`src/rtl/divisor_sum_trial_division_macros.svh`:
```
// Assertion macros for the divisor-sum block.
`ifndef DIVISOR_SUM_TRIAL_DIVISION_MACROS_SVH
`define DIVISOR_SUM_TRIAL_DIVISION_MACROS_SVH

// Same-cycle implication, checked on clk, quiet during reset.
`define DST_ASSERT_NOW(lbl, ante, cons, msg) \
	lbl: assert property (@(posedge clk) disable iff (!arst_n) (ante) |-> (cons)) else $error(msg);

// Next-cycle implication, checked on clk, quiet during reset.
`define DST_ASSERT_NEXT(lbl, ante, cons, msg) \
	lbl: assert property (@(posedge clk) disable iff (!arst_n) (ante) |=> (cons)) else $error(msg);

`endif

```
`src/rtl/dst_pkg.sv`:
```
// Shared types and constants for the divisor-sum block.
package dst_pkg;
	localparam int NUM_IN_BITS = 32;
	localparam int SUM_BITS    = 36;

	typedef enum logic [5:0] {
		ST_IDLE     = 6'b000001,
		ST_CHECK    = 6'b000010,
		ST_DIV_GO   = 6'b000100,
		ST_DIV_WAIT = 6'b001000,
		ST_ACC      = 6'b010000,
		ST_FIN      = 6'b100000
	} state_t;

	typedef struct packed {
		logic load;       // take a new number, restart at d = 1
		logic start_div;  // launch n / d
		logic accum;      // add d and cofactor if exact, step d
		logic load_out;   // move the total into the output register
	} cmd_t;

	typedef struct packed {
		logic sq_gt_n;    // d*d > n, candidate range exhausted
		logic div_done;   // quotient and remainder valid
		logic out_free;   // output register can take a word
	} status_t;
endpackage

```
`src/rtl/dst_if.sv`:
```
// Stream interfaces for the number input and the divisor-sum output.
interface dst_in_if;
	import dst_pkg::*;
	logic                   valid;
	logic                   ready;
	logic [NUM_IN_BITS-1:0] number;
	modport source (output valid, output number, input ready);
	modport sink   (input valid, input number, output ready);
endinterface

interface dst_out_if;
	import dst_pkg::*;
	logic                valid;
	logic                ready;
	logic [SUM_BITS-1:0] divisor_sum;
	modport source (output valid, output divisor_sum, input ready);
	modport sink   (input valid, input divisor_sum, output ready);
endinterface

```
`src/rtl/dst_div.sv`:
```
// Restoring divider, one quotient bit per cycle.
module dst_div #(
	parameter int NUMBER_BITS = 32
) (
	input  logic                   clk,
	input  logic                   arst_n,
	input  logic                   start,
	input  logic [NUMBER_BITS-1:0] dividend,
	input  logic [NUMBER_BITS-1:0] divisor,
	output logic                   done,
	output logic [NUMBER_BITS-1:0] quotient,
	output logic [NUMBER_BITS-1:0] remainder
);
	localparam int CW = $clog2(NUMBER_BITS);

	logic [CW-1:0]          cnt_q;
	logic                   busy_q;
	logic                   done_q;
	logic [NUMBER_BITS-1:0] rem_q;
	logic [NUMBER_BITS-1:0] quo_q;
	logic [NUMBER_BITS:0]   shifted;
	logic [NUMBER_BITS+1:0] diff;
	logic                   ge;

	assign shifted = {rem_q, quo_q[NUMBER_BITS-1]};
	assign diff    = {1'b0, shifted} - {2'b00, divisor};
	assign ge      = ~diff[NUMBER_BITS+1];

	always_ff @(posedge clk or negedge arst_n) begin
		if (!arst_n) begin
			busy_q <= 1'b0;
			done_q <= 1'b0;
			cnt_q  <= '0;
		end else begin
			done_q <= 1'b0;
			if (start) begin
				busy_q <= 1'b1;
				cnt_q  <= CW'(NUMBER_BITS - 1);
			end else if (busy_q) begin
				if (cnt_q == '0) begin
					busy_q <= 1'b0;
					done_q <= 1'b1;
				end else begin
					cnt_q <= cnt_q - 1'b1;
				end
			end
		end
	end

	always_ff @(posedge clk) begin
		if (start) begin
			rem_q <= '0;
			quo_q <= dividend;
		end else if (busy_q) begin
			rem_q <= ge ? diff[NUMBER_BITS-1:0] : shifted[NUMBER_BITS-1:0];
			quo_q <= {quo_q[NUMBER_BITS-2:0], ge};
		end
	end

	assign done      = done_q;
	assign quotient  = quo_q;
	assign remainder = rem_q;
endmodule

```
`src/rtl/dst_datapath.sv`:
```
// Datapath: number, candidate, square, running total, output register.
module dst_datapath #(
	parameter int NUMBER_BITS = 32
) (
	input  logic                          clk,
	input  logic                          arst_n,
	input  dst_pkg::cmd_t                 cmd,
	output dst_pkg::status_t              sts,
	input  logic [NUMBER_BITS-1:0]        number,
	output logic                          out_valid,
	input  logic                          out_ready,
	output logic [dst_pkg::SUM_BITS-1:0]  out_sum
);
	import dst_pkg::*;

	logic [NUMBER_BITS-1:0] num_q;
	logic [NUMBER_BITS-1:0] cand_q;
	logic [NUMBER_BITS:0]   sq_q;
	logic [SUM_BITS-1:0]    total_q;
	logic [SUM_BITS-1:0]    sum_out_q;
	logic                   out_valid_q;
	logic [NUMBER_BITS-1:0] quo;
	logic [NUMBER_BITS-1:0] rem;
	logic                   div_done;
	logic [SUM_BITS-1:0]    cof_add;

	dst_div #(.NUMBER_BITS(NUMBER_BITS)) u_div (
		.clk       (clk),
		.arst_n    (arst_n),
		.start     (cmd.start_div),
		.dividend  (num_q),
		.divisor   (cand_q),
		.done      (div_done),
		.quotient  (quo),
		.remainder (rem)
	);

	// cofactor counts once when d is the exact square root
	assign cof_add = (quo != cand_q) ? SUM_BITS'(quo) : '0;

	always_ff @(posedge clk) begin
		if (cmd.load) begin
			num_q   <= number;
			cand_q  <= NUMBER_BITS'(1);
			sq_q    <= (NUMBER_BITS+1)'(1);
			total_q <= '0;
		end else if (cmd.accum) begin
			if (rem == '0) begin
				total_q <= total_q + SUM_BITS'(cand_q) + cof_add;
			end
			// (d+1)^2 = d^2 + 2d + 1
			sq_q   <= sq_q + {cand_q, 1'b1};
			cand_q <= cand_q + 1'b1;
		end
		if (cmd.load_out) begin
			sum_out_q <= total_q;
		end
	end

	always_ff @(posedge clk or negedge arst_n) begin
		if (!arst_n) begin
			out_valid_q <= 1'b0;
		end else if (cmd.load_out) begin
			out_valid_q <= 1'b1;
		end else if (out_ready) begin
			out_valid_q <= 1'b0;
		end
	end

	assign sts.sq_gt_n  = sq_q > {1'b0, num_q};
	assign sts.div_done = div_done;
	assign sts.out_free = ~out_valid_q | out_ready;
	assign out_valid    = out_valid_q;
	assign out_sum      = sum_out_q;
endmodule

```
`src/rtl/dst_ctrl.sv`:
```
// Controller: sequences candidate checks, divisions and accumulation.
module dst_ctrl (
	input  logic             clk,
	input  logic             arst_n,
	input  logic             in_valid,
	output logic             in_ready,
	input  dst_pkg::status_t sts,
	output dst_pkg::cmd_t    cmd
);
	import dst_pkg::*;

	state_t state_q;
	state_t state_d;

	always_comb begin
		state_d       = state_q;
		cmd           = '0;
		in_ready      = 1'b0;
		unique case (state_q)
			ST_IDLE: begin
				in_ready = 1'b1;
				if (in_valid) begin
					cmd.load = 1'b1;
					state_d  = ST_CHECK;
				end
			end
			ST_CHECK: begin
				state_d = sts.sq_gt_n ? ST_FIN : ST_DIV_GO;
			end
			ST_DIV_GO: begin
				cmd.start_div = 1'b1;
				state_d       = ST_DIV_WAIT;
			end
			ST_DIV_WAIT: begin
				if (sts.div_done) begin
					state_d = ST_ACC;
				end
			end
			ST_ACC: begin
				cmd.accum = 1'b1;
				state_d   = ST_CHECK;
			end
			ST_FIN: begin
				if (sts.out_free) begin
					cmd.load_out = 1'b1;
					state_d      = ST_IDLE;
				end
			end
			default: begin
				state_d = ST_IDLE;
			end
		endcase
	end

	always_ff @(posedge clk or negedge arst_n) begin
		if (!arst_n) begin
			state_q <= ST_IDLE;
		end else begin
			state_q <= state_d;
		end
	end
endmodule

```
`src/rtl/divisor_sum_trial_division.sv`:
```
// Divisor-sum unit top level: sigma_1(n) by paired trial division.
// Per number: checks d = 1, 2, ... while d*d <= n, with one bit-serial division per candidate d;
// n = 0 needs no division, and the final total can wait while the previous total is still unread.
// Each candidate d runs the check, division start, division wait and accumulate states.
// The next number is taken only once the total is parked in the output register.
// Reset: arst_n async, active low; clears the controller and output valid, idle after.
module divisor_sum_trial_division #(
	parameter int NUMBER_BITS = 32
) (
	input  logic             clk,
	input  logic             arst_n,
	dst_in_if.sink           req,
	dst_out_if.source        rsp
);
	import dst_pkg::*;

	`include "divisor_sum_trial_division_macros.svh"

	cmd_t    cmd;
	status_t sts;

	// Only the low NUMBER_BITS of the input word take part.
	logic [NUMBER_BITS-1:0] num_in;
	assign num_in = req.number[NUMBER_BITS-1:0];

	// Controller: walks d = 1, 2, ... while d*d <= n.
	dst_ctrl u_ctrl (
		.clk      (clk),
		.arst_n   (arst_n),
		.in_valid (req.valid),
		.in_ready (req.ready),
		.sts      (sts),
		.cmd      (cmd)
	);

	// Datapath: each exact divisor d adds d and its cofactor n/d to the total.
	// The square d*d is kept incrementally, so no multiplier is needed.
	// The output register lets a new number enter while the last total waits.
	dst_datapath #(.NUMBER_BITS(NUMBER_BITS)) u_dp (
		.clk       (clk),
		.arst_n    (arst_n),
		.cmd       (cmd),
		.sts       (sts),
		.number    (num_in),
		.out_valid (rsp.valid),
		.out_ready (rsp.ready),
		.out_sum   (rsp.divisor_sum)
	);

	// Engine is busy the cycle after it takes a word.
	`DST_ASSERT_NEXT(a_busy_after_load, req.valid && req.ready, !req.ready, "took word while busy")
	// A result word appears only after the controller parks a total.
	`DST_ASSERT_NOW(a_out_from_fin, $rose(rsp.valid), $past(cmd.load_out), "spurious result word")
	// Division is not instant; done cannot follow start directly.
	`DST_ASSERT_NEXT(a_div_not_instant, cmd.start_div, !sts.div_done, "divider done too early")
endmodule
```
`src/flat_wrapper.sv`:
```
// flat-port wrapper written by rule: the top's interface ports become plain ports
module divisor_sum_trial_division_flat import dst_pkg::*;
#(
	parameter int NUMBER_BITS = 32
)
  (clk, arst_n, req_valid, req_number, req_ready, rsp_valid, rsp_divisor_sum, rsp_ready);
  dst_in_if req_i ();
  dst_out_if rsp_i ();
  input  logic clk;
  input  logic arst_n;
  input wire logic [$bits(req_i.valid)-1:0] req_valid;
  input wire logic [$bits(req_i.number)-1:0] req_number;
  output wire logic [$bits(req_i.ready)-1:0] req_ready;
  output wire logic [$bits(rsp_i.valid)-1:0] rsp_valid;
  output wire logic [$bits(rsp_i.divisor_sum)-1:0] rsp_divisor_sum;
  input wire logic [$bits(rsp_i.ready)-1:0] rsp_ready;
  assign req_i.valid = req_valid;
  assign req_i.number = req_number;
  assign req_ready = req_i.ready;
  assign rsp_valid = rsp_i.valid;
  assign rsp_divisor_sum = rsp_i.divisor_sum;
  assign rsp_i.ready = rsp_ready;
  divisor_sum_trial_division #(.NUMBER_BITS(NUMBER_BITS)) u_core (.clk(clk), .arst_n(arst_n), .req(req_i), .rsp(rsp_i));
endmodule
```
`config.mk`:
```
export PLATFORM = sky130hd
export DESIGN_NAME = divisor_sum_trial_division_flat
export DESIGN_NICKNAME = d
export VERILOG_FILES = /design/src/rtl/dst_pkg.sv /design/src/rtl/dst_if.sv /design/src/rtl/dst_div.sv /design/src/rtl/dst_datapath.sv /design/src/rtl/dst_ctrl.sv /design/src/rtl/divisor_sum_trial_division.sv /design/src/flat_wrapper.sv
export VERILOG_INCLUDE_DIRS = /design/src /design/src/rtl
export SDC_FILE = /design/constraint.sdc
export NUM_CORES = 1
export LEC_CHECK = 0
export BUFFER_PORTS_ARGS = -buffer_cell sky130_fd_sc_hd__buf_2
export CAP_MARGIN = 20
export CORE_MARGIN = 2
export CORE_UTILIZATION = 50
export DETAILED_ROUTE_END_ITERATION = 10
export PLACE_DENSITY = 0.66
export SYNTH_ARGS = -nofsm -noshare
export SYNTH_HDL_FRONTEND = slang
export SYNTH_HIERARCHICAL = 1
export SYNTH_SLANG_ARGS = --single-unit
```
`constraint.sdc`:
```
create_clock -name clk -period 14.1 [get_ports clk]
set_clock_uncertainty 0.15 [all_clocks]
set_input_delay 0 -clock clk [delete_from_list [all_inputs] [get_ports clk]]
set_output_delay 0 -clock clk [all_outputs]
set_load 0.01 [all_outputs]
```
# Word level (Yosys, flattened, before mapping)

Index checks and enable logic that the tools add are counted.

Register bits after elaboration: 247
Output and inout port bits: 38
Word-level logic and storage cells: 67

Add/subtract/negate cells: 6
$lt $le $gt $ge: 1
Eq/ne operators: 11
Muxes and demuxes: 27
Bitwise logic cells: 3
Reduce and logical (&&, ||, !) cells: 7

Operators by type and width:

| operator                | count |
|---|---|
| $mux W32                | 4 |
| $add A36 B32 Y36        | 2 |
| $pmux W6 S6             | 1 |
| $sub A33 B32 Y34        | 1 |
| $add A33 B33 Y33        | 1 |
| $gt A33 B32 Y1          | 1 |
| $add A32 B1 Y32 const B | 1 |
| $logic_not A32 Y1       | 1 |
| $ne A32 B32 Y1          | 1 |
| $mux W6                 | 4 |
| $mux W1                 | 15 |
| $mux W5                 | 3 |
| $eq A6 B1 Y1 const B    | 1 |
| $eq A6 B2 Y1 const B    | 1 |
| $eq A6 B3 Y1 const B    | 1 |
| $eq A6 B4 Y1 const B    | 1 |
| $eq A6 B5 Y1 const B    | 1 |
| $eq A6 B6 Y1 const B    | 1 |
| $logic_not A5 Y1        | 1 |
| $sub A5 B1 Y5 const B   | 1 |
| $ne A2 B1 Y1 const B    | 2 |
| $ne A2 B2 Y1 const B    | 2 |
| $reduce_and A2 Y1       | 2 |
| $reduce_bool A2 Y1      | 2 |
| other kinds (3)         | 4 |

# Longest topological paths before layout

Gate-level depths: netlist of run 1.

Depth in word-level cells: 5
Depth in mapped cells: 21
Gate-level depth less buffers: 19

# Modules after synthesis

The synthesis of run 1 kept the hierarchy.

By module, submodules not included:

| module       | times used | cells an instance | area each (um2) | seq. area each (um2) |
|---|---|---|---|---|
| dst_datapath | 1          | 1217              | 11417.2         | 4088.9 |
| dst_div      | 1          | 561               | 5026.1          | 1776.7 |
| dst_ctrl     | 1          | 36                | 357.8           | 151.4 |

# Least setup slack after synthesis of run 1

Ideal clock, no wire load.

Kind: register -> register
From: register u_core.u_dp.cand_q[31]
To: register u_core.u_dp.total_q[27]
Data arrival time: 4163 ps
Setup slack: 9665 ps
Stages on the path, launching flop included: 21
Buffers on the path: 2
Period minus slack after synthesis: 4435 ps
Path through: dfxtp_1 > clkbuf_1 > xnor2_1 > nand4_1 > nor4_1 > nand2_1 > clkbuf_1 > and2_1 > fa_1 > ha_1 > inv_1 > fa_1 > nor2b_1 > o2111ai_1 > a21oi_1 > o211ai_1 > a21oi_1 > a21boi_1 > o31ai_1 > nor4_1 > a221o_1

Word-level cells in the longest chain between the ends: 3

Ends and longest elaborated chain:

| element                | line               | RTL |
|---|---|---|
| start, declared        | dst_datapath.sv:17 | `logic [NUMBER_BITS-1:0] cand_q;` |
| start signal, assigned | dst_datapath.sv:53 | `cand_q <= cand_q + 1'b1;` |
| $ne A32 B32 Y1         | dst_datapath.sv:39 | `assign cof_add = (quo != cand_q) ? SUM_BITS'(quo) : '0;` |
| $mux W32               | dst_datapath.sv:39 |  |
| $add A36 B32 Y36       | dst_datapath.sv:49 | `total_q <= total_q + SUM_BITS'(cand_q) + cof_add;` |
| end signal, assigned   | dst_datapath.sv:49 |  |
| end, declared          | dst_datapath.sv:19 | `logic [SUM_BITS-1:0] total_q;` |

Every way passes these cells.
A chain may end at the register's enable or synchronous reset.

# Final worst setup path of run 1

From: register u_core.u_dp.cand_q[1]
To: register u_core.u_dp.total_q[27]

Word-level cells in the longest chain between the ends: 3
Elaborated cells on any way between the ends: 4

Ends and longest elaborated chain:

| element                                                  | line |
|---|---|
| branches (longest 2 deep; another with $add A36 B32 Y36) | n/a |
| $add A36 B32 Y36 *                                       | dst_datapath.sv:49 |

Mark *: on every way between the ends.

==> run metrics, run 1 <==
status=finished clean; post-synth top area share=between 10% and 20%; initial antenna violation count=0; via-per-instance ratio=around 5.9; reg2reg setup slack=approximately 8.4 ns; Placement Setup Slack=~8.6 ns; Iteration-0 DRC Markers=approximately 1300; ANT cells=0; worst stage delay on the critical path=about 0.64 ns; register area=0.00602 sq mm; arrival time worst endpoint=slightly below 6 ns; H-tree depth=1; Via Count=~14000; RSZ-0062 raised after global routing=false; CP cell instances=xnor2_1 > nand4_1 > nor4_1 > nand2_1 > and2_1 > fa_1 > ha_1 > inv_1 > fa_1 > nor2b_1 > o2111ai_1 > a21oi_1 > o211ai_1 > a21oi_1 > a21boi_1 > o31ai_1 > nor4_1 > a221o_1; Buf+Inv Stages, Crit Path=1; Area Overhead vs Synth=13.6%; DIE AREA=around 0.035 sq mm; Total GRT Usage=between 20% and 30%; syn_nets=about 2000; Peak Freq=between 0.15 and 0.2 GHz; hpwl dp=~35000 um; most frequent cell after synthesis=nand2_1; cell total after placement=between 2000 and 2500; first-pass GRT wire length=73300 um; slew margin rel.=30.9%; Layout Cells excl Fill=~2400; Clock Latency Late Sink=~0.56 ns; hold path startpoint=req_number[12]; DRC viols=0; endpoints failing setup=0; CTS resizes=0; total CTS buffers=29; ratio of cells with drive above 1 in the final layout=a little over a tenth; crit-path leading delay family=compound AO/OA/AOI/OAI gates; # port buffers=between 70 and 80; Final Slew Violations=0; Post-CTS Hold Buffers=between 50 and 60; Final Hold Viols=0; critical path class=reg2reg; hold slack final=between 0.01 and 0.015 ns; sequential-to-total area share from yosys stat=35.8%; clock-pin slew on the worst setup and hold paths=roughly 0.070 ns; vias in the first global route=about 13000; TritonRoute pass-1 iters=5; Synth Area in XOR/XNOR=approximately 6.8%; final setup TNS=0 ns; CP Data Required Time=roughly 14 ns; Synth Instances=roughly 1800; Avg Synthesized Cell Area=9.26 sq um; worst-path fanout max=32; Slew @ Worst Pin=slightly above 1 ns; CTS tree=yes; Core Area=0.0333 sq mm; Worst Hold Class=in2reg; global route overflow=0; pwr dens=between 150 and 200 mW/mm^2; GPL Wtd Cong=~0.9; largest family of logic cells by synthesized area=simple AND/OR/NAND/NOR gates; Post-DRT Antenna Nets=0; final WL=46800 um; Nets=2114; Clock Sink Count=approximately 250; clock buffer depth=3; initial cell density of the core=50.5%; die height=roughly 190 um; Leak=7.90 nW; Main synth FF type=dfxtp_1; Syn. warnings=6; Worst Setup Start Kind=register; Worst Setup End Kind=register; CP max stage cell=dfxtp_1; post-CTS setup repair buffer count=0; Fillers=roughly 2900; min Tclk post-route=between 5 and 6 ns; Compound-Gate Fraction of Synth Area=approximately 17%; pin count of the biggest net entering global routing=about 90; number of synthesized flops with an enable pin=100; largest cells by area after synthesis=edfxtp_1 (18%), dfxtp_1 (16%), ha_1 (9.7%); Adder-Cell Fraction of Synth Area=13.9%; critical path launch point=u_core/u_dp/cand_q[1]; commonest cells in the netlist=nand2_1 (174), nor2_1 (146), a21oi_1 (133), dfxtp_1 (133), ha_1 (130); multi-input logic area=0.0101 sq mm; Post-Synthesis Cell Area=around 0.017 sq mm; Netlist cell types=roughly 100; row count=67; Die Wd=between 150 and 200 um; Peak VDD IR=about 0.21 mV; post-synthesis simple-gate area fraction=18.0%; Worst R2R Start=u_core/u_dp/cand_q[1]; Yosys top cell by area=edfxtp_1; mux cell area share after synthesis=under 10%; crit share post-route=40.1%; WL/cell=roughly 20 um; root buffer cell=clkbuf_16; #FFs+latches synth=roughly 250; Ports=74; max-cap viol count=0; setup ws final=8.44 ns; share of synthesized flip-flops with an asynchronous set or reset=under 10%
-- stage by stage --
| stage | utilization [%] | cell area (sq um) | total power [W] |
|---|---|---|---|
| 4_1_cts | 57.3 | 19100 | 0.00302 |
| 3_5_place_dp | 52.6 | 17500 | 0.00224 |
| 3_3_place_gp | 52.6 | 17500 | 0.00222 |
| 6_report | 57.4 | 19100 | 0.00304 |
| 2_1_floorplan | - | 16800 | 0.00195 |
| 5_1_grt | 57.4 | 19100 | 0.00325 |
-- cells in the final DEF, fill, tap and decap left out, types with 13 or more instances in the layout --
cell and n:
fa_1 35, xor2_1 46, nor2b_1 15, nand2_1 174, edfxtp_1 100, nand4_1 37
a21oi_1 133, mux2i_1 24, and3_1 18, xnor2_1 85, or3_1 13, o21bai_1 14
ha_1 130, nor2_1 142, and2_1 34, nor3_1 21, clkbuf_16 29, buf_2 73
inv_1 115, dfrtp_1 13, dfxtp_1 133, nand3_1 38, a21o_1 55, a311oi_1 22
o21ai_0 66, nand2b_1 23, nor4_1 13, dlygate4sd3_1 58, a211oi_1 18, mux2_2 32
-- per-layer routing --
layer	track usage [%]	vias to the layer above	share of wire (%)	wire length [um]
met5	0	-	0	0
met1	41.0	6650	48	22600
met3	2.63	79	6.7	3150
li1	-	6753	-	-
met4	7.91	0	3.2	1510
met2	38.5	496	42	19500
-- registers in the layout, summed over array words and instances (netlist names), 5 cells and up --
signal / flops
u_core/u_ctrl/state_q: 6
u_core/u_dp/sq_q: 33
u_core/u_dp/cand_q: 32
u_core/u_dp/total_q: 36
u_core/u_dp/out_sum: 36
u_core/u_dp/u_div/remainder: 32
u_core/u_dp/num_q: 32
u_core/u_dp/u_div/cnt_q: 5
u_core/u_dp/u_div/quotient: 32
-- worst paths after layout --
kind,end,cells after the start
max,u_core/u_dp/total_q[27],18
min reg2reg,u_core/u_dp/out_sum[33],0
min in group asynchronous,u_core/u_ctrl/state_q[0],3
min,u_core/u_dp/num_q[12],2
max reg2reg,u_core/u_dp/total_q[27],18
max in group asynchronous,u_core/u_ctrl/state_q[2],4
-- logic make-up (layout without fill, tap and decap cells) --
family                     count (synthesis)  in the layout
and+or+nand+nor                          598            598
AOI/OAI and AO/OA                        429            429
adders and majority gates                165            165
xor gates and xnor gates                 131            131
buffers and inverters                    188            308
DFF                                      247            247
muxes                                     56             56
-- power by group --
part | total (W) | internal [W] | switching [W]
combinational | 0.00133 | 0.000545 | 0.000784
clock | 0.000768 | 0.000467 | 0.000302
sequential | 0.000942 | 0.000841 | 0.000101
total | 0.00304 | 0.00185 | 0.00119
-- layout make-up --
class | count | share of cell area [%]
clock buffer | 43 | 4.44
clock inverter | 9 | 0.642
inverter | 115 | 2.26
multi-input combinational | 1379 | 52.8
sequential | 247 | 31.5
tap | 448 | 2.94
timing repair buffer | 141 | 5.41
Note: power is estimated with default switching activity, not from simulation.
==> run 2, diff against run 1 <==
- PLACE_DENSITY: 0.66 -> 0.68
- clock period: 14.1 -> 4.8 ns (I/O delays scaled with it)
==> run 2 against run 1 <==
Count of clock-buffer cells in the layout is 9 lower. Sequential power grew to 2.9 times the previous value. Die area stayed put. Sequential share of layout area is 0.71 points lower. Critical path depth is 1 higher. Hold slack better by 0.015 ns. Design area is 2.3% higher. Global-route usage is 0.38 points lower.
==> run metrics, run 2 (synthesis gave the netlist of run 1 again) <==
status=finished clean (unchanged); Iteration-0 DRC Markers=1262 (was 1326); switching share of power=39.6% (was 39.0%); Worst R2R Start=u_core/u_dp/u_div/quotient[5] (was u_core/u_dp/cand_q[1]); Peak VDD IR=0.267 mV (was 0.214 mV); initial cell density of the core=50.5% (unchanged); Clock Sink Count=247 (unchanged); Clock Latency Late Sink=0.55 ns (was 0.56 ns); Slew @ Worst Pin=0.758 ns (was 1.04 ns); via-per-instance ratio=5.86 (was 5.87); Area Overhead vs Synth=16.2% (was 13.6%); critical path launch point=u_core/u_dp/u_div/quotient[5] (was u_core/u_dp/cand_q[1]); cell total after placement=2311 (was 2271); first-pass GRT wire length=73500 um (was 73300 um); Worst Setup End Kind=register (unchanged); clock buffer depth=3 (unchanged); most common cell after layout, fill and taps aside=nand2_1 (unchanged); Crit Reg-Reg Endpoint=u_core/u_dp/total_q[27] (unchanged); Buf+Inv Stages, Crit Path=2 (was 1); Final Core Density=58.7% (was 57.4%); min Tclk post-route=4.69 ns (was 5.66 ns); H-tree depth=1 (unchanged); Die Wd=187 um (unchanged); # port buffers=73 (unchanged); ratio of cells with drive above 1 in the final layout=14.0% (was 10.8%); CP Data Required Time=5.08 ns (was 14.38 ns); Core Area=0.0333 sq mm (unchanged); pin count of the biggest net entering global routing=59 (was 92); TritonRoute pass-1 iters=5 (unchanged); Peak Freq=0.213 GHz (was 0.177 GHz); Placement Setup Slack=0.0752 ns (was 8.56 ns); most frequent cells in the layout=nand2_1 (173), nor2_1 (142), dfxtp_1 (133) (was nand2_1 (174), nor2_1 (142), a21oi_1 (133), dfxtp_1 (133), ha_1 (130)); Flop pwr share=31.4% (was 31.0%); critical path class=reg2reg (unchanged); DIE AREA=0.0351 sq mm (unchanged); vias in the first global route=13500 (was 12900); Layout Cells excl Fill=2428 (was 2382); worst stage delay on the critical path=0.48 ns (was 0.64 ns); Critical Path Stages=19 (was 18); CP cell instances=xnor2_2 > nand4_1 > nor4_2 > nand2_2 > and2_4 > fa_1 > ha_2 > inv_1 > fa_2 > nor2b_2 > o2111ai_2 > a21oi_2 > o211ai_1 > a21oi_1 > buf_4 > a21boi_1 > o31ai_2 > nor4_1 > a221o_1 (was xnor2_1 > nand4_1 > nor4_1 > nand2_1 > and2_1 > fa_1 > ha_1 > inv_1 > fa_1 > nor2b_1 > o2111ai_1 > a21oi_1 > o211ai_1 > a21oi_1 > a21boi_1 > o31ai_1 > nor4_1 > a221o_1); GPL Wtd Cong=0.920 (was 0.900); ANT cells=0 (unchanged); Worst Hold Class=in2reg (unchanged); root buffer cell=clkbuf_16 (unchanged); Post-DRT Antenna Nets=0 (unchanged); total CTS buffers=28 (was 29); Total GRT Usage=26.0% (was 26.4%); pwr dens=453 mW/mm^2 (was 159 mW/mm^2); global route overflow=0 (unchanged); Worst Setup Start Kind=register (unchanged); hpwl dp=34100 um (was 35100 um); internal power=0.00534 W (was 0.00185 W); CP max stage cell=fa_1 (was dfxtp_1); CTS tree=yes (unchanged); die height=187 um (unchanged); crit-path leading delay family=compound AO/OA/AOI/OAI gates (unchanged); Final Slew Violations=0 (unchanged); setup ws final=0.111 ns (was 8.44 ns); endpoints failing setup=0 (unchanged); row count=67 (unchanged); crit share post-route=97.7% (was 40.1%); reg2reg setup slack=0.11 ns (was 8.44 ns); final WL=46300 um (was 46800 um); arrival time worst endpoint=4.97 ns (was 5.94 ns); Leak=8.16 nW (was 7.90 nW); slew margin rel.=49.4% (was 30.9%); Final Hold Viols=0 (unchanged); clock network power share=24.1% (was 25.3%); final instance area=0.0195 sq mm (was 0.0191 sq mm); R2R depth=19 (was 18); clock-pin slew on the worst setup and hold paths=0.06 ns (was 0.07 ns); Psw=0.00350 W (was 0.00119 W); Nets=2159 (was 2114); placed cell area=0.0179 sq mm (was 0.0175 sq mm); proportion of power drawn by combinational gates=44.6% (was 43.7%); worst-path fanout max=7 (was 32); Via Count=14200 (was 14000); DRC viols=0 (unchanged); WL/cell=19.1 um (was 19.6 um); initial antenna violation count=0 (unchanged); max-cap viol count=0 (unchanged); Ports=74 (unchanged); Setup crit end=u_core/u_dp/total_q[27] (unchanged)
==> run 2: cell types whose count changed in the layout (fill, tap and decap cells not counted), moves of 6 or more <==
| cell | previous run | this run |
|---|---|---|
| buf_4 | 9 | 51 |
| xnor2_1 | 85 | 78 |
| xnor2_2 | 0 | 7 |
| clkbuf_8 | 7 | 1 |
==> run 2: worst reg2reg max path: stages (launching register included) <==
cell	delay, ns
edfxtp_1	0.45
xnor2_2	0.21
nand4_1	0.15
nor4_2	0.40
nand2_2	0.15
and2_4	0.19
fa_1	0.48
ha_2	0.19
inv_1	0.05
fa_2	0.34
nor2b_2	0.16
o2111ai_2	0.17
a21oi_2	0.22
o211ai_1	0.16
a21oi_1	0.22
buf_4	0.17
a21boi_1	0.10
o31ai_2	0.28
nor4_1	0.08
a221o_1	0.27
==> run 2: cell type report <==
class                           instances  area, sq um
Timing Repair Buffer                  187         1420
Clock inverter                         18          158
Clock buffer                           34          754
Multi-Input combinational cell       1379        10200
Inverter                              115          432
Tap cell                              448          561
Fill cell                            2865        13800
Sequential cell                       247         6020
==> run 2: power groups by stage <==
stage / Sequential [W] / Combinational [W] / Clock [W]
6_report: 0.00277 / 0.00394 / 0.00213
5_1_grt: 0.00280 / 0.00438 / 0.00225
3_3_place_gp: 0.00280 / 0.00372 / 0
3_5_place_dp: 0.00280 / 0.00380 / 0
2_1_floorplan: 0.00267 / 0.00305 / 0
4_1_cts: 0.00276 / 0.00386 / 0.00217
==> run 2: worst min path at each step <==
stage	start	slack, ns	endpoint	depth (start not counted)
after floorplan	arst_n	-0.45	u_core/u_ctrl/state_q[1]	0
after global placement	arst_n	-0.24	u_core/u_dp/u_div/cnt_q[3]	1
after detailed placement	arst_n	-0.23	u_core/u_dp/u_div/cnt_q[3]	1
after CTS	req_number[7]	0.0009	u_core/u_dp/num_q[7]	2
after global routing	req_number[5]	0.03	u_core/u_dp/num_q[5]	2
final	req_number[5]	0.03	u_core/u_dp/num_q[5]	2
==> run 2: repair_timing <==
action,in CTS,in global routing
setup buffers,0,6
endpoints found under the setup margin,0,13
hold buffers,58,0
gates resized for setup,0,22
endpoints found under the hold margin,58,0
==> run 2: layer usage <==
metal | share of wire (%) | vias to the layer above | GRT usage (%)
li1 | - | 6854 | -
met1 | 45 | 6743 | 37.7
met2 | 44 | 535 | 40.1
met3 | 7.2 | 100 | 2.83
met4 | 4.0 | 0 | 9.68
met5 | 0 | - | 0
==> run 2: metrics by stage <==
stage / hold slack [ns] / power [W] / setup TNS [ns]
2_1_floorplan: -0.446 / 0.00572 / 0
3_3_place_gp: -0.237 / 0.00652 / 0
3_5_place_dp: -0.226 / 0.00660 / 0
4_1_cts: 0.000900 / 0.00880 / 0
5_1_grt: 0.0286 / 0.00943 / -0.349
6_report: 0.0254 / 0.00884 / 0
==> run 3, diff against run 2 <==
- GPL_TIMING_DRIVEN: not set -> 0
==> run 3 against run 2 <==
Setup slack got worse by 0.015 ns. Critical path depth unchanged. Non-clock buffer count increased by 35. Global-route usage increased by 2.2 points. Sequential cell count unchanged. Sequential power about the same. Die area unchanged. Count of clock-buffer cells in the layout increased by 6. Register-to-register slack about the same. Final cell count increased by 1.5%. Total power increased by 0.74%. Clock power decreased by 5%.
==> run metrics, run 3 (synthesis gave the netlist of run 1 again) <==
min Tclk post-route=4.70 ns (was 4.69 ns); worst stage delay on the critical path=0.54 ns (was 0.48 ns); Worst R2R Start=u_core/u_dp/u_div/quotient[9] (was u_core/u_dp/u_div/quotient[5]); GPL Wtd Cong=0.949 (was 0.920); Clock Latency Late Sink=0.56 ns (was 0.55 ns); Leak=8.11 nW (was 8.16 nW); Post-DRT Antenna Nets=0 (unchanged); CP cell instances=xnor2_2 > nand4_1 > nor4_2 > nand2_1 > buf_6 > buf_6 > and2_4 > fa_1 > ha_4 > a21oi_4 > o21ai_2 > or3_4 > nor4_4 > a21oi_2 > buf_6 > a31oi_4 > o21bai_2 > buf_4 > a221o_1 (was xnor2_2 > nand4_1 > nor4_2 > nand2_2 > and2_4 > fa_1 > ha_2 > inv_1 > fa_2 > nor2b_2 > o2111ai_2 > a21oi_2 > o211ai_1 > a21oi_1 > buf_4 > a21boi_1 > o31ai_2 > nor4_1 > a221o_1); final WL=50300 um (was 46300 um); Worst Hold Class=in2reg (unchanged); Slew @ Worst Pin=1.02 ns (was 0.758 ns); R2R depth=19 (unchanged); clock-pin slew on the worst setup and hold paths=0.06 ns (about the same); hold slack final=0.0182 ns (was 0.0254 ns); critical path class=reg2reg (unchanged); pwr dens=451 mW/mm^2 (was 453 mW/mm^2); global route overflow=0 (unchanged); initial cell density of the core=50.5% (unchanged); Worst Setup End Kind=register (unchanged); CTS tree=yes (unchanged); CP max stage cell=fa_1 (unchanged); Nets=2194 (was 2159); Crit Reg-Reg Endpoint=u_core/u_dp/total_q[29] (was u_core/u_dp/total_q[27]); Peak Freq=0.213 GHz (about the same); max-cap viol count=0 (unchanged); DIE AREA=0.0351 sq mm (unchanged); Total GRT Usage=28.2% (was 26.0%); Peak VDD IR=0.297 mV (was 0.267 mV); pin count of the biggest net entering global routing=36 (was 59); RSZ-0062 raised after global routing=true; worst hold endpoint=u_core/u_dp/num_q[6] (was u_core/u_dp/num_q[5]); TritonRoute pass-1 iters=5 (unchanged); arrival time worst endpoint=5.00 ns (was 4.97 ns); root buffer cell=clkbuf_16 (unchanged); vias in the first global route=14000 (was 13500); first-pass GRT wire length=77600 um (was 73500 um); hold path startpoint=req_number[6] (was req_number[5]); clock buffer depth=3 (unchanged); crit share post-route=98.0% (was 97.7%); via-per-instance ratio=5.93 (was 5.86); # port buffers=73 (unchanged); Placement Setup Slack=-0.942 ns (was 0.0752 ns); most common cell after layout, fill and taps aside=nand2_1 (unchanged); Ports=74 (unchanged); Fillers=2914 (was 2865); Final Slew Violations=0 (unchanged); crit-path leading delay family=simple AND/OR/NAND/NOR gates (was compound AO/OA/AOI/OAI gates); Iteration-0 DRC Markers=1618 (was 1262); Core Area=0.0333 sq mm (unchanged); CP Data Required Time=5.09 ns (was 5.08 ns); setup ws final=0.0961 ns (was 0.111 ns); Final Core Density=59.3% (was 58.7%); worst-path fanout max=8 (was 7); multi-input logic area=0.0104 sq mm (was 0.0102 sq mm); H-tree depth=1 (unchanged); most frequent cell on the critical path=buf_6; Final Hold Viols=0 (unchanged); reg2reg setup slack=0.1 ns (was 0.11 ns); DRC viols=0 (unchanged); Die Wd=187 um (unchanged); die height=187 um (unchanged); ratio of cells with drive above 1 in the final layout=15.0% (was 14.0%); Via Count=14600 (was 14200); worst hold path cell count=2 (unchanged); Worst Setup Start Kind=register (unchanged); total CTS buffers=28 (unchanged); most frequent cells in the layout=nand2_1 (174), nor2_1 (144), a21oi_1 (125) (was nand2_1 (173), nor2_1 (142), dfxtp_1 (133)); Area Overhead vs Synth=17.4% (was 16.2%); slew margin rel.=31.9% (was 49.4%); Clock Sink Count=247 (unchanged); Buf+Inv Stages, Crit Path=4 (was 2); endpoints failing setup=0 (unchanged); register area=0.00606 sq mm (was 0.00602 sq mm); initial antenna violation count=1 (was 0); WL/cell=20.4 um (was 19.1 um); status=finished clean (unchanged); hpwl dp=37000 um (was 34100 um); row count=67 (unchanged)
run 3: metrics by stage:
step | setup TNS [ns] | cells | cell area, sq um | power (W)
final | 0 | 2464 | 19700 | 0.00891
after global routing | -0.110 | 2463 | 19700 | 0.00946
after CTS | 0 | 2447 | 19400 | 0.00883
after detailed placement | -8.31 | 2339 | 17800 | 0.00676
after global placement | -46.97 | 2335 | 17700 | 0.00665
after floorplan | 0 | 1814 | 16800 | 0.00572
run 3: worst max path at each step:
| stage | start | end | slack, ns | cells after the start |
|---|---|---|---|---|
| after floorplan | u_core/u_dp/cand_q[31] | u_core/u_dp/total_q[27] | 0.36 | 20 |
| after global placement | u_core/u_dp/cand_q[9] | u_core/u_dp/total_q[29] | -0.95 | 19 |
| after detailed placement | u_core/u_dp/cand_q[9] | u_core/u_dp/total_q[29] | -0.94 | 19 |
| after CTS | u_core/u_dp/u_div/quotient[11] | u_core/u_dp/total_q[31] | 0.003 | 20 |
| after global routing | u_core/u_dp/u_div/quotient[9] | u_core/u_dp/total_q[29] | -0.06 | 19 |
| final | u_core/u_dp/u_div/quotient[9] | u_core/u_dp/total_q[29] | 0.1 | 19 |
run 3: metal layers:
metal | vias up | global-route usage, % | wire [um]
met5 | - | 0 | 11
met4 | 2 | 11.7 | 2220
met3 | 127 | 3.92 | 3440
met2 | 560 | 43.6 | 21900
met1 | 7022 | 39.7 | 22700
li1 | 6899 | - | -
run 3: layout make-up:
class	instances	area share, %
plain buffers	72	1.68
inverters	115	2.19
well taps	448	2.84
clock inverters	12	0.323
diodes	1	0.0127
flip-flops and latches	247	30.7
clock buffers	40	4.05
multi-input cells	1379	52.5
repair buffers	150	5.67
run 3: repair_timing:
action | 4_1_cts | 5_1_grt
gates resized for setup | 50 | 53
hold buffers | 49 | 0
hold endpoints to repair | 62 | 0
pin swaps | 9 | 35
buffers inserted | 8 | 17
setup endpoints to repair | 20 | 12
run 3: report_power, final:
| part | switching (W) | leakage, nW | internal [W] | total, W |
|---|---|---|---|---|
| clock | 0.000878 | 0.416 | 0.00115 | 0.00203 |
| sequential | 0.000291 | 2.20 | 0.00246 | 0.00276 |
| combinational | 0.00247 | 5.49 | 0.00164 | 0.00412 |
